[config.mk]
export PLATFORM = sky130hd
export DESIGN_NAME = qts_ctrl
export DESIGN_NICKNAME = d
export VERILOG_FILES = /design/src/rtl/qts_pkg.sv /design/src/rtl/qts_ctrl.sv
export SDC_FILE = /design/constraint.sdc
export NUM_CORES = 1
export LEC_CHECK = 0
export BUFFER_PORTS_ARGS = -buffer_cell sky130_fd_sc_hd__buf_2
export CAP_MARGIN = 20
export CORE_ASPECT_RATIO = 1.2
export CORE_MARGIN = 3
export CORE_UTILIZATION = 40
export CTS_CLUSTER_SIZE = 12
export DETAILED_ROUTE_END_ITERATION = 10
export PLACE_DENSITY = 0.67
export SLEW_MARGIN = 20
export SYNTH_ARGS = -nofsm -noshare
export SYNTH_HDL_FRONTEND = slang
export SYNTH_SLANG_ARGS = --single-unit
[constraint.sdc]
create_clock -name clk -period 2.2 [get_ports clk]
set_clock_uncertainty 0.05 [all_clocks]
set_input_delay 0 -clock clk [delete_from_list [all_inputs] [get_ports clk]]
set_output_delay 0 -clock clk [all_outputs]
set_load 0.01 [all_outputs]
[src/rtl/qts_pkg.sv]
// qts_pkg: widths, codes, controller states, datapath commands and shared structs
// for the quintic trajectory sampler; no dependencies
package qts_pkg;

  localparam int POS_W     = 32;
  localparam int CFG_W     = 32;
  localparam int IDX_W     = 12;
  localparam int AXES      = 3;
  localparam int NCOEF     = 6;
  localparam int D_W       = 33;
  localparam int SQ_W      = 66;
  localparam int RAD_W     = 68;
  localparam int DIST_W    = 34;
  localparam int N_W       = 50;
  localparam int HV_W      = 64;
  localparam int DIV_NUM_W = 96;
  localparam int DIV_DEN_W = 64;
  localparam int COEF_W    = 61;
  localparam int ACC_W     = 64;
  localparam int XW        = 66;
  localparam int MA_W      = 33;
  localparam int MB_W      = 34;
  localparam int PROD_W    = 67;
  localparam int S_W       = 32;
  localparam int RAW_W     = 51;

  localparam int MAX_SAMPLES_DEF = 4096;

  localparam logic [CFG_W-1:0] SPEED_RST  = 32'd131072;
  localparam logic [CFG_W-1:0] PERIOD_RST = 32'd2621;
  localparam logic [ACC_W-1:0] COEF_LIM   = 64'h0800_0000_0000_0000;

  typedef enum logic {
    CFG_AVG_SPEED     = 1'b0,
    CFG_SAMPLE_PERIOD = 1'b1
  } cfg_idx_t;

  typedef enum logic {
    OP_PLAN   = 1'b0,
    OP_SAMPLE = 1'b1
  } op_t;

  typedef enum logic [4:0] {
    ST_IDLE, ST_DISPATCH, ST_SQ, ST_VH, ST_SQRT_GO, ST_SQRT_WAIT,
    ST_RAW_GO, ST_RAW_WAIT, ST_RAW, ST_STEP_GO, ST_STEP_WAIT, ST_STEP,
    ST_WMUL, ST_W_GO, ST_W_WAIT, ST_COEF,
    ST_IDX, ST_SREG, ST_PLOAD, ST_HA, ST_HB, ST_HC, ST_RND, ST_FIN
  } state_t;

  typedef enum logic [4:0] {
    DP_NOP, DP_LOAD, DP_SQ, DP_VH, DP_SQRT_GO, DP_RAW_GO, DP_RAW,
    DP_STEP_GO, DP_STEP, DP_WMUL, DP_W_GO, DP_COEF,
    DP_IDX, DP_SREG, DP_PLOAD, DP_HA, DP_HB, DP_HC, DP_RND, DP_OUT
  } dp_op_t;

  typedef struct packed {
    dp_op_t     op;
    logic [1:0] axis;
    logic [2:0] k;
  } cmd_t;

  typedef struct packed {
    logic is_sample;
    logic sqrt_done;
    logic div_done;
    logic raw_ge2;
  } stat_t;

  typedef struct packed {
    logic                      operation;
    logic [2:0][POS_W-1:0]     begin_p;
    logic [2:0][POS_W-1:0]     end_p;
    logic [2:0][POS_W-1:0]     vel_p;
    logic [IDX_W-1:0]          sample_index;
  } in_word_t;

endpackage

[src/rtl/qts_ctrl.sv]
// qts_ctrl: sequencer for plan and sample operations, owns the handshakes
// depends on qts_pkg
module qts_ctrl (
  input  logic            clk,
  input  logic            rst_n,
  input  logic            in_valid,
  output logic            in_ready,
  output logic            out_valid,
  input  logic            out_ready,
  input  qts_pkg::stat_t  stat,
  output qts_pkg::cmd_t   cmd
);
  import qts_pkg::*;

  state_t     state_r, state_nxt;
  logic [1:0] axis_r, axis_nxt;
  logic [2:0] k_r, k_nxt;
  logic       out_valid_r, out_valid_nxt;
  logic       out_free;

  localparam logic [1:0] LAST_AXIS = 2'(AXES - 1);
  localparam logic [2:0] TOP_K     = 3'(NCOEF - 2);
  localparam logic [2:0] LEAD_K    = 3'(NCOEF - 1);

  assign out_free = !out_valid_r || out_ready;

  always_comb begin
    state_nxt = state_r;
    axis_nxt  = axis_r;
    k_nxt     = k_r;
    case (state_r)
      ST_IDLE:      if (in_valid) state_nxt = ST_DISPATCH;
      ST_DISPATCH: begin
        axis_nxt  = '0;
        state_nxt = stat.is_sample ? ST_IDX : ST_SQ;
      end
      ST_SQ: begin
        axis_nxt = axis_r + 2'd1;
        if (axis_r == LAST_AXIS) state_nxt = ST_VH;
      end
      ST_VH:        state_nxt = ST_SQRT_GO;
      ST_SQRT_GO:   state_nxt = ST_SQRT_WAIT;
      ST_SQRT_WAIT: if (stat.sqrt_done) state_nxt = ST_RAW_GO;
      ST_RAW_GO:    state_nxt = ST_RAW_WAIT;
      ST_RAW_WAIT:  if (stat.div_done) state_nxt = ST_RAW;
      ST_RAW: begin
        axis_nxt  = '0;
        state_nxt = stat.raw_ge2 ? ST_STEP_GO : ST_WMUL;
      end
      ST_STEP_GO:   state_nxt = ST_STEP_WAIT;
      ST_STEP_WAIT: if (stat.div_done) state_nxt = ST_STEP;
      ST_STEP:      state_nxt = ST_WMUL;
      ST_WMUL:      state_nxt = ST_W_GO;
      ST_W_GO:      state_nxt = ST_W_WAIT;
      ST_W_WAIT:    if (stat.div_done) state_nxt = ST_COEF;
      ST_COEF: begin
        if (axis_r == LAST_AXIS) begin
          state_nxt = ST_FIN;
        end else begin
          axis_nxt  = axis_r + 2'd1;
          state_nxt = ST_WMUL;
        end
      end
      ST_IDX:       state_nxt = ST_SREG;
      ST_SREG:      state_nxt = ST_PLOAD;
      ST_PLOAD: begin
        k_nxt     = TOP_K;
        state_nxt = ST_HA;
      end
      ST_HA:        state_nxt = ST_HB;
      ST_HB:        state_nxt = ST_HC;
      ST_HC: begin
        if (k_r == '0) begin
          state_nxt = ST_RND;
        end else begin
          k_nxt     = k_r - 3'd1;
          state_nxt = ST_HA;
        end
      end
      ST_RND: begin
        if (axis_r == LAST_AXIS) begin
          state_nxt = ST_FIN;
        end else begin
          axis_nxt  = axis_r + 2'd1;
          state_nxt = ST_PLOAD;
        end
      end
      ST_FIN:       if (out_free) state_nxt = ST_IDLE;
      default:      state_nxt = ST_IDLE;
    endcase
  end

  always_comb begin
    in_ready = 1'b0;
    cmd.axis = axis_r;
    cmd.k    = k_r;
    cmd.op   = DP_NOP;
    case (state_r)
      ST_IDLE: begin
        in_ready = 1'b1;
        cmd.op   = in_valid ? DP_LOAD : DP_NOP;
      end
      ST_SQ:      cmd.op = DP_SQ;
      ST_VH:      cmd.op = DP_VH;
      ST_SQRT_GO: cmd.op = DP_SQRT_GO;
      ST_RAW_GO:  cmd.op = DP_RAW_GO;
      ST_RAW:     cmd.op = DP_RAW;
      ST_STEP_GO: cmd.op = DP_STEP_GO;
      ST_STEP:    cmd.op = DP_STEP;
      ST_WMUL:    cmd.op = DP_WMUL;
      ST_W_GO:    cmd.op = DP_W_GO;
      ST_COEF:    cmd.op = DP_COEF;
      ST_IDX:     cmd.op = DP_IDX;
      ST_SREG:    cmd.op = DP_SREG;
      // horner starts from the highest-order coefficient
      ST_PLOAD: begin
        cmd.op = DP_PLOAD;
        cmd.k  = LEAD_K;
      end
      ST_HA:      cmd.op = DP_HA;
      ST_HB:      cmd.op = DP_HB;
      ST_HC:      cmd.op = DP_HC;
      ST_RND:     cmd.op = DP_RND;
      ST_FIN:     cmd.op = out_free ? DP_OUT : DP_NOP;
      default:    cmd.op = DP_NOP;
    endcase
  end

  // result word stays until taken; a new one loads only when the slot frees
  always_comb begin
    out_valid_nxt = out_valid_r;
    if (out_ready) out_valid_nxt = 1'b0;
    if (cmd.op == DP_OUT) out_valid_nxt = 1'b1;
  end

  always_ff @(posedge clk) begin
    if (!rst_n) begin
      state_r     <= ST_IDLE;
      axis_r      <= '0;
      k_r         <= '0;
      out_valid_r <= 1'b0;
    end else begin
      state_r     <= state_nxt;
      axis_r      <= axis_nxt;
      k_r         <= k_nxt;
      out_valid_r <= out_valid_nxt;
    end
  end

  assign out_valid = out_valid_r;
endmodule
Word level (Yosys, flattened, before mapping)
Cells that the tools add are included.

Flip-flop bits (word level): 11. Latch bits: 0. Bits in writable memories: 0. ROM bits: 0. Input port bits: 8. Memories kept: 0.

Add/subtract/negate cells: 2. Multipliers: 0. Div/mod/pow operators: 0. $lt $le $gt $ge: 0. Eq/ne operators: 34. Shift operators: 0. Multiplexer cells: 24. Bitwise logic cells: 0. Reductions and logical operators: 12.

Operators by type and width (count): 5-bit case mux with 24 select lines (1); 5-bit case mux with 19 select lines (1); 5-bit two-way mux (10); 5-bit == test, second input constant (9); 5-bit by 4-bit == test with 1-bit output, second input constant (8); 5-bit by 3-bit == test with 1-bit output, second input constant (4); 2-bit inequality test, second input constant (9); 3-bit two-way mux (5); 5-bit by 2-bit == test with 1-bit output, second input constant (2); 7-bit AND reduction (1); 2-bit case mux with 3 select lines (1); 3-bit case mux with 2 select lines (1); 5-bit by 1-bit == test with 1-bit output, second input constant (1); 5-bit zero test (1); 1-bit two-way mux (4); 2-bit AND reduction (2); 2-bit nonzero test (2); 2-bit OR reduction (2); 3-bit zero test (1); 3-bit nonzero test (1); 3-bit by 1-bit subtractor with 3-bit output, second input constant (1); 2-bit by 1-bit adder with 2-bit output, second input constant (1); 2-bit == test, second input constant (1); 2-bit two-way mux (1); 2 further kinds (2).

Depth between registers and ports, before layout
Gate-level depths: netlist of run 1.

Word-level depth: 6. Gate-level depth with buffers: 7. Depth with buffers taken out: 7.

Least setup slack after synthesis of run 1
OpenSTA, ideal clock, no wires.

Path type: register to register. From: reg state_r[3]. To: reg state_r[3]. Setup time: 0.118 ns. Arrival time: 1.364 ns. Path slack: 0.667 ns. Cell stages (with the launch flop): 5. Period minus slack after synthesis: 1.533 ns. Path through: dfxtp_1 -> or3b_4 -> o32a_4 -> a41oi_1 -> nor2_1.

Longest elaborated chain between the ends: 3. Elaborated cells between the ends (all ways): 33. Those cells by class: eq/ne (30); mux (1); reduce/logical (2).

RTL lines: start, declared (line qts_ctrl.sv:15) `state_t state_r, state_nxt;`; start signal, assigned (line qts_ctrl.sv:143) `state_r <= state_nxt;`; 5-bit by 2-bit == test with 1-bit output (tied with other cells) (line qts_ctrl.sv:31) `case (state_r)`; 2-bit inequality test (no line); 7-bit AND reduction (no line).

Several ways; a longest one is shown, not always the timed one. A chain may end at the register's enable or synchronous reset.

==> flow_summary_export.csv, run 1 <==
group,metric,value,unit
sta,min_period_over_period,95.04,%
place,place.detailed.hpwl,2230,um
synthesis,library_cell_with_the_largest_summed_area_after_synthesis,"sky130_fd_sc_hd__dfxtp_1",
clock_tree,cts.hold.buffers_added,0,
place,place_ws,0.2689,ns
routing,dr_total_vias,1194,
sta,drv_slew,0,
global_route,grt_use_total,18.91,%
synthesis,synthFlopType,"sky130_fd_sc_hd__dfxtp_1",
floorplanning,floorplan.io_pins,20,
sta,setup_ws,0.1091,ns
synthesis,synthTopCellsByArea,"sky130_fd_sc_hd__dfxtp_1 (20%), sky130_fd_sc_hd__a21oi_1 (5.8%), sky130_fd_sc_hd__nor2_1 (5.0%)",
routing,first_iter_violations,39,
pwr,power.ir.vdd_worst,0.4596,mV
routing,wl_per_cell,14.84,um
global_route,overall_overflow_remaining_after_global_route,0,
global_route,grt_max_degree,21,
clock_tree,cts_htree_levels,1,
global_route,vias_in_the_first_global_route,1110,
clock_tree,cts-buffers-inserted,3,
sta,worst_slew_margin,56.69,%
synthesis,synth-edff-count,0,
clock_tree,tritoncts,"done",
synthesis,syn-cell-area,1127,um^2
routing,routed_via_density,6.000,
floorplanning,dieHeight,64.16,um
sta,fin_crit,2.091,ns
clock_tree,clk_latency,0.27,ns
clock_tree,root_buffer,"sky130_fd_sc_hd__clkbuf_4",
synthesis,synthesis.instances,149,
global_route,antenna_violations_before_repair,0,
sta,setup_viol_count_final,0,
synthesis,synth_cell_type_count,53,
place,port-buffer-count,19,
hold_path,hold_path.class,"primary input to register",
global_route,grt_first_pass_wirelength,4974,um
final_layout,most_frequent_standard_cell_in_the_layout_excluding_fill_and_tap_cells,"sky130_fd_sc_hd__buf_2",
clock_tree,postCtsSetupBuffers,0,
clock_tree,clk_transition_reported_paths,0.07,ns
critical_path,worst-path-max-fanout,18,
routing,drt_pass1_iterations,4,
synthesis,yosys_warnings,0,
final_layout,area_growth,12.10,%
final_layout,sequential_cell_area,220.2,um^2
clock_tree,ctsResizeCount,0,
final_layout,final_cell_mix,"sky130_fd_sc_hd__buf_2 (19), sky130_fd_sc_hd__nor2_1 (15), sky130_fd_sc_hd__a21oi_1 (13), sky130_fd_sc_hd__nand2_1 (13), sky130_fd_sc_hd__dfxtp_1 (11)",
pwr,power.static_leakage,0.5329,nW
clock_tree,max-clock-path-buffers,2,
sta,fmax,0.4783,GHz
hold_path,min-delay-start,"stat[0]",
synthesis,netlist.area_leader.share,19.53,%
routing,antenna_left,0,
floorplanning,core,2603,um^2
synthesis,synth.ff_latch_count,11,
floorplanning,placement_rows,20,
routing,drt-total-wl,2953,um
floorplanning,initial_standard_cell_utilization_of_the_core,43.32,%
critical_path,setup.worst_path.start_class,"register",
critical_path,critical_path.reg2reg.startpoint,"state_r[0]",
clock_tree,cts_num_sinks,11,
routing,drc,0,
synthesis,synth.avg_cell_area,7.566,um^2
sta,timing_hold_violations_final,0,
critical_path,cp-startpoint,"state_r[0]",
synthesis,ys_seq_area_share,19.53,%
critical_path,worstSetupPathType,"register to primary output",
sta,rsz0062_at_grt,"false",
synthesis,share_of_async_settable_or_async_resettable_flops_after_synthesis,0,%
place,globalplace.congestion,0.9047,
status,run_status,"complete, no violations",
critical_path,setup.worst_path.end_class,"primary output",
final_layout,fillerInstances,269,
critical_path,arrival,2.04,ns
critical_path,crit_required,2.15,ns
floorplanning,design.die.area,3494,um^2
final_layout,antenna_cells_inserted,0,
job,cap_violations,0,
pwr,power_per_cell_area,1030,nW/um^2
floorplanning,die_width,54.46,um
sta,worst-slew-pin-transition,0.6488,ns
final_layout,post-route-util,48.56,%
sta,fin_setup_tns,0,ns
final_layout,design.final.nets,178,
synthesis,mappedNetlistNets,160,
final_layout,fraction_of_final_layout_cells_sized_beyond_drive_strength_1,26.51,%
final_layout,total_area_of_multi_input_combinational_cells,817.0,um^2
[routing by layer]
metal  up-vias  track usage, %  part of all wire (%)
li1        573               -                     -
met1       552           23.50                    41
met2        56           29.79                    47
met3        13           2.098                   7.8
met4         0           11.84                   4.4
met5         -               0                     0
[registers in the layout (all words and copies together) (netlist names)]
register   flops
out_valid      1
axis_r         2
k_r            3
state_r        5
[cell type report]
class | count | area share (%)
multi-input cells | 120 | 64.65
repair buffers | 24 | 10.50
well taps | 33 | 3.267
flip-flops and latches | 11 | 17.43
inverters | 7 | 2.079
clock buffers | 4 | 2.079
[cells in the mapped netlist, types with 4 or more instances]
| cell type | number |
|---|---|
| sky130_fd_sc_hd__nor2b_1 | 7 |
| sky130_fd_sc_hd__nand2_1 | 13 |
| sky130_fd_sc_hd__nor2_1 | 15 |
| sky130_fd_sc_hd__buf_4 | 4 |
| sky130_fd_sc_hd__buf_2 | 6 |
| sky130_fd_sc_hd__o21ai_0 | 5 |
| sky130_fd_sc_hd__o22ai_1 | 4 |
| sky130_fd_sc_hd__nand2b_1 | 5 |
| sky130_fd_sc_hd__dfxtp_1 | 11 |
| sky130_fd_sc_hd__inv_1 | 7 |
| sky130_fd_sc_hd__a21oi_1 | 13 |
[kinds of logic (layout without fill, tap and decap cells)]
logic type | Yosys count | in the layout | synth area share (%)
compound gates | 43 | 43 | 28.63
xor+xnor | 2 | 2 | 1.554
fa+ha+maj | 3 | 3 | 3.330
buf+inv | 18 | 35 | 7.991
flops | 11 | 11 | 19.53
mux | 3 | 3 | 2.664
simple gates | 69 | 69 | 36.29
[power by group]
group | total (mW) | internal (mW) | leakage, nW | switching (mW)
Combinational | 0.782 | 0.353 | 0.428 | 0.429
Sequential | 0.378 | 0.243 | 0.0894 | 0.135
Clock | 0.142 | 0.0704 | 0.0150 | 0.0714
Total | 1.30 | 0.666 | 0.533 | 0.636
[critical path: stages (launching register included)]
cell,delay [ns]
sky130_fd_sc_hd__dfxtp_1,0.72
sky130_fd_sc_hd__inv_1,0.23
sky130_fd_sc_hd__nor2_1,0.41
sky130_fd_sc_hd__a21oi_1,0.08
sky130_fd_sc_hd__o22ai_1,0.17
sky130_fd_sc_hd__buf_2,0.16
[path summary, 6_finish.rpt]
| check | end | slack, ns | cells past startpoint |
|---|---|---|---|
| worst max-delay path | cmd[8] | 0.11 | 5 |
| worst min-delay path | state_r[2] | 0.04 | 4 |
| worst max register to register | state_r[0] | 0.22 | 5 |
| worst min register to register | axis_r[0] | 0.44 | 2 |
[through the flow]
stage / power [mW] / cells / hold WS [ns] / area (um^2)
finish: 1.302 / 199 / 0.04191 / 1264
floorplan: 0.9483 / 149 / 0.1082 / 1127
detailed placement: 1.157 / 195 / 0.3139 / 1237
global placement: 1.147 / 195 / 0.3122 / 1237
global route: 1.414 / 199 / 0.07370 / 1264
CTS: 1.300 / 199 / 0.02684 / 1264
(Power assumes the default switching activity.)
==> run 2, diff against run 1 <==
- HOLD_SLACK_MARGIN: unset -> 0.06
==> run 2 against run 1 <==
Net effect:
- critical path depth is the same
- setup slack gained 0.011 ns
- sequential power is essentially flat
- clock-buffer cell count is the same
- cell count grew 1.0%
- clock power is essentially flat
- worst hold slack gained 0.037 ns
- via count grew 0.34%
- power grew 0.34%
- global-route usage grew 0.28 points
- register-to-register slack is essentially flat
- largest cell class unchanged
- largest power group unchanged
==> flow_summary_export.csv, run 2 (synthesis gave the netlist of run 1 again) <==
group,metric,value,unit
status,run_status,"complete, no violations",
sta,timing_hold_violations_final,0,
sta,setup_ws,0.1205,ns
clock_tree,tritoncts,"done",
final_layout,design.final.nets,180,
place,place_ws,0.2689,ns
clock_tree,root_buffer,"sky130_fd_sc_hd__clkbuf_4",
global_route,grt_max_degree,21,
global_route,antenna_violations_before_repair,0,
routing,drt_pass1_iterations,4,
pwr,clockPowerShare,10.9,%
final_layout,largest_register_ff_count,5,
clock_tree,cts_htree_levels,1,
critical_path,setup.worst_path.start_class,"register",
floorplanning,core,2603,um^2
critical_path,crit_family,"flip-flops",
place,globalplace.congestion,0.9047,
sta,min_period_over_period,94.52,%
routing,first_iter_violations,35,
routing,dr_total_vias,1198,
critical_path,max_stage_delay,0.72,ns
pwr,power_frac_seq,29.1,%
critical_path,setup.worst_path.end_class,"primary output",
clock_tree,max-clock-path-buffers,2,
routing,drc,0,
critical_path,crit_buf_inv,2,
final_layout,biggestRegsByFlops,"state_r x5, k_r x3, axis_r x2",
clock_tree,ctsResizeCount,0,
clock_tree,cts-buffers-inserted,3,
critical_path,critical_path.reg2reg.startpoint,"state_r[0]",
hold_path,hold_end,"out_valid",
critical_path,r2r.worst_path.cells,5,
sta,drv_slew,0,
final_layout,final_cell_mix,"sky130_fd_sc_hd__buf_2 (19), sky130_fd_sc_hd__nor2_1 (15), sky130_fd_sc_hd__a21oi_1 (13), sky130_fd_sc_hd__nand2_1 (13), sky130_fd_sc_hd__dfxtp_1 (11)",
clock_tree,clk_latency,0.27,ns
critical_path,worstSetupPathType,"register to primary output",
sta,worst_slew_margin,56.41,%
pwr,power_per_cell_area,1018,nW/um^2
floorplanning,die_width,54.46,um
final_layout,most_frequent_standard_cell_in_the_layout_excluding_fill_and_tap_cells,"sky130_fd_sc_hd__buf_2",
place,place.detailed.hpwl,2230,um
clock_tree,cts_num_sinks,11,
pwr,power.static_leakage,0.5412,nW
critical_path,crit_required,2.15,ns
sta,fin_crit,2.080,ns
final_layout,finalInstanceArea,1284,um^2
critical_path,setup_slack_reg_to_reg,0.21,ns
critical_path,critical-path-slowest-cell,"sky130_fd_sc_hd__dfxtp_1",
place,placedInstanceArea,1237,um^2
floorplanning,design.die.area,3494,um^2
clock_tree,clk_transition_reported_paths,0.07,ns
sta,hold_slack,0.07851,ns
critical_path,crit_chain,"inv_1 > nor2_1 > a21oi_1 > o22ai_1 > buf_2",
job,cap_violations,0,
final_layout,fraction_of_final_layout_cells_sized_beyond_drive_strength_1,26.19,%
final_layout,largest-register,"state_r",
final_layout,area_growth,13.87,%
pwr,power_switching_share,48.84,%
global_route,vias_in_the_first_global_route,1136,
final_layout,post-route-util,49.33,%
floorplanning,placement_rows,20,
routing,drt-total-wl,2990,um
floorplanning,dieHeight,64.16,um
pwr,power.combinational.fraction,60.1,%
final_layout,fillerInstances,267,
floorplanning,floorplan.io_pins,20,
critical_path,worst-path-max-fanout,18,
final_layout,antenna_cells_inserted,0,
routing,routed_via_density,5.960,
floorplanning,initial_standard_cell_utilization_of_the_core,43.32,%
global_route,grt_first_pass_wirelength,5037,um
pwr,power.net_switching,637.9,uW
sta,setup_viol_count_final,0,
global_route,overall_overflow_remaining_after_global_route,0,
global_route,grt_use_total,19.18,%
routing,antenna_left,0,
hold_path,hold_path.class,"primary input to register",
sta,worst-slew-pin-transition,0.6530,ns
routing,wl_per_cell,14.88,um
sta,fmax,0.4809,GHz
hold_path,worst_hold_path.num_cells,3,
critical_path,r2r-end,"state_r[0]",
pwr,power.ir.vdd_worst,0.4588,mV
sta,fin_setup_tns,0,ns
pwr,cell_internal_pwr,668.3,uW
place,port-buffer-count,19,
critical_path,arrival,2.03,ns
hold_path,min-delay-start,"out_ready",
sta,rsz0062_at_grt,"false",
[run 2: cell count changes in the layout (fill, tap and decap cells not counted)]
| cell | before | now |
|---|---|---|
| sky130_fd_sc_hd__dlygate4sd3_1 | 0 | 2 |
[run 2: layout make-up]
cell class / count / area (um^2) / share of cell area (%)
multi-input combinational: 120 / 817.0 / 63.65
sequential: 11 / 220.2 / 17.15
timing repair buffer: 26 / 152.6 / 11.89
tap: 33 / 41.29 / 3.216
clock buffer: 4 / 26.28 / 2.047
inverter: 7 / 26.28 / 2.047
[run 2: repair_timing]
item,4_1_cts,5_1_grt
endpoints found under the hold margin,5,0
hold buffers,2,0
setup buffers,0,0
[run 2: worst max path at each step]
| stage | startpoint | endpoint | slack (ns) | cells after the start |
|---|---|---|---|---|
| floorplan | state_r[3] | state_r[3] | 0.67 | 4 |
| CTS | state_r[0] | cmd[8] | 0.14 | 5 |
| finish | state_r[0] | cmd[8] | 0.12 | 5 |
| global route | state_r[0] | cmd[8] | 0.01 | 5 |
| detailed placement | state_r[0] | state_r[0] | 0.27 | 5 |
| global placement | state_r[0] | k_r[1] | 0.34 | 5 |
[run 2: worst register-to-register path, stage by stage (launching register included)]
cell and delay (ns):
sky130_fd_sc_hd__dfxtp_1 0.72, sky130_fd_sc_hd__inv_1 0.23, sky130_fd_sc_hd__and4_1 0.21, sky130_fd_sc_hd__a31o_2 0.23, sky130_fd_sc_hd__nor4bb_1 0.30, sky130_fd_sc_hd__o31ai_1 0.13
[run 2: per-stage QoR]
| stage | power, mW | std cells |
|---|---|---|
| 5_1_grt | 1.417 | 201 |
| 4_1_cts | 1.303 | 201 |
| 3_5_place_dp | 1.157 | 195 |
| 3_3_place_gp | 1.147 | 195 |
| 2_1_floorplan | 0.9483 | 149 |
| 6_report | 1.306 | 201 |
[run 2: routing by layer]
| layer | global-route usage, % | routed length (um) | vias up |
|---|---|---|---|
| li1 | - | - | 580 |
| met4 | 11.84 | 130 | 0 |
| met2 | 30.99 | 1426 | 48 |
| met1 | 23.22 | 1246 | 557 |
| met5 | 0 | 0 | - |
| met3 | 2.098 | 187 | 13 |
[run 2: power by group through the flow]
stage	clock network, mW	logic [mW]	registers, mW
after global routing	0.154	0.873	0.390
after CTS	0.147	0.782	0.373
after floorplan	0	0.666	0.283
after detailed placement	0	0.776	0.381
final	0.142	0.785	0.380
after global placement	0	0.771	0.376
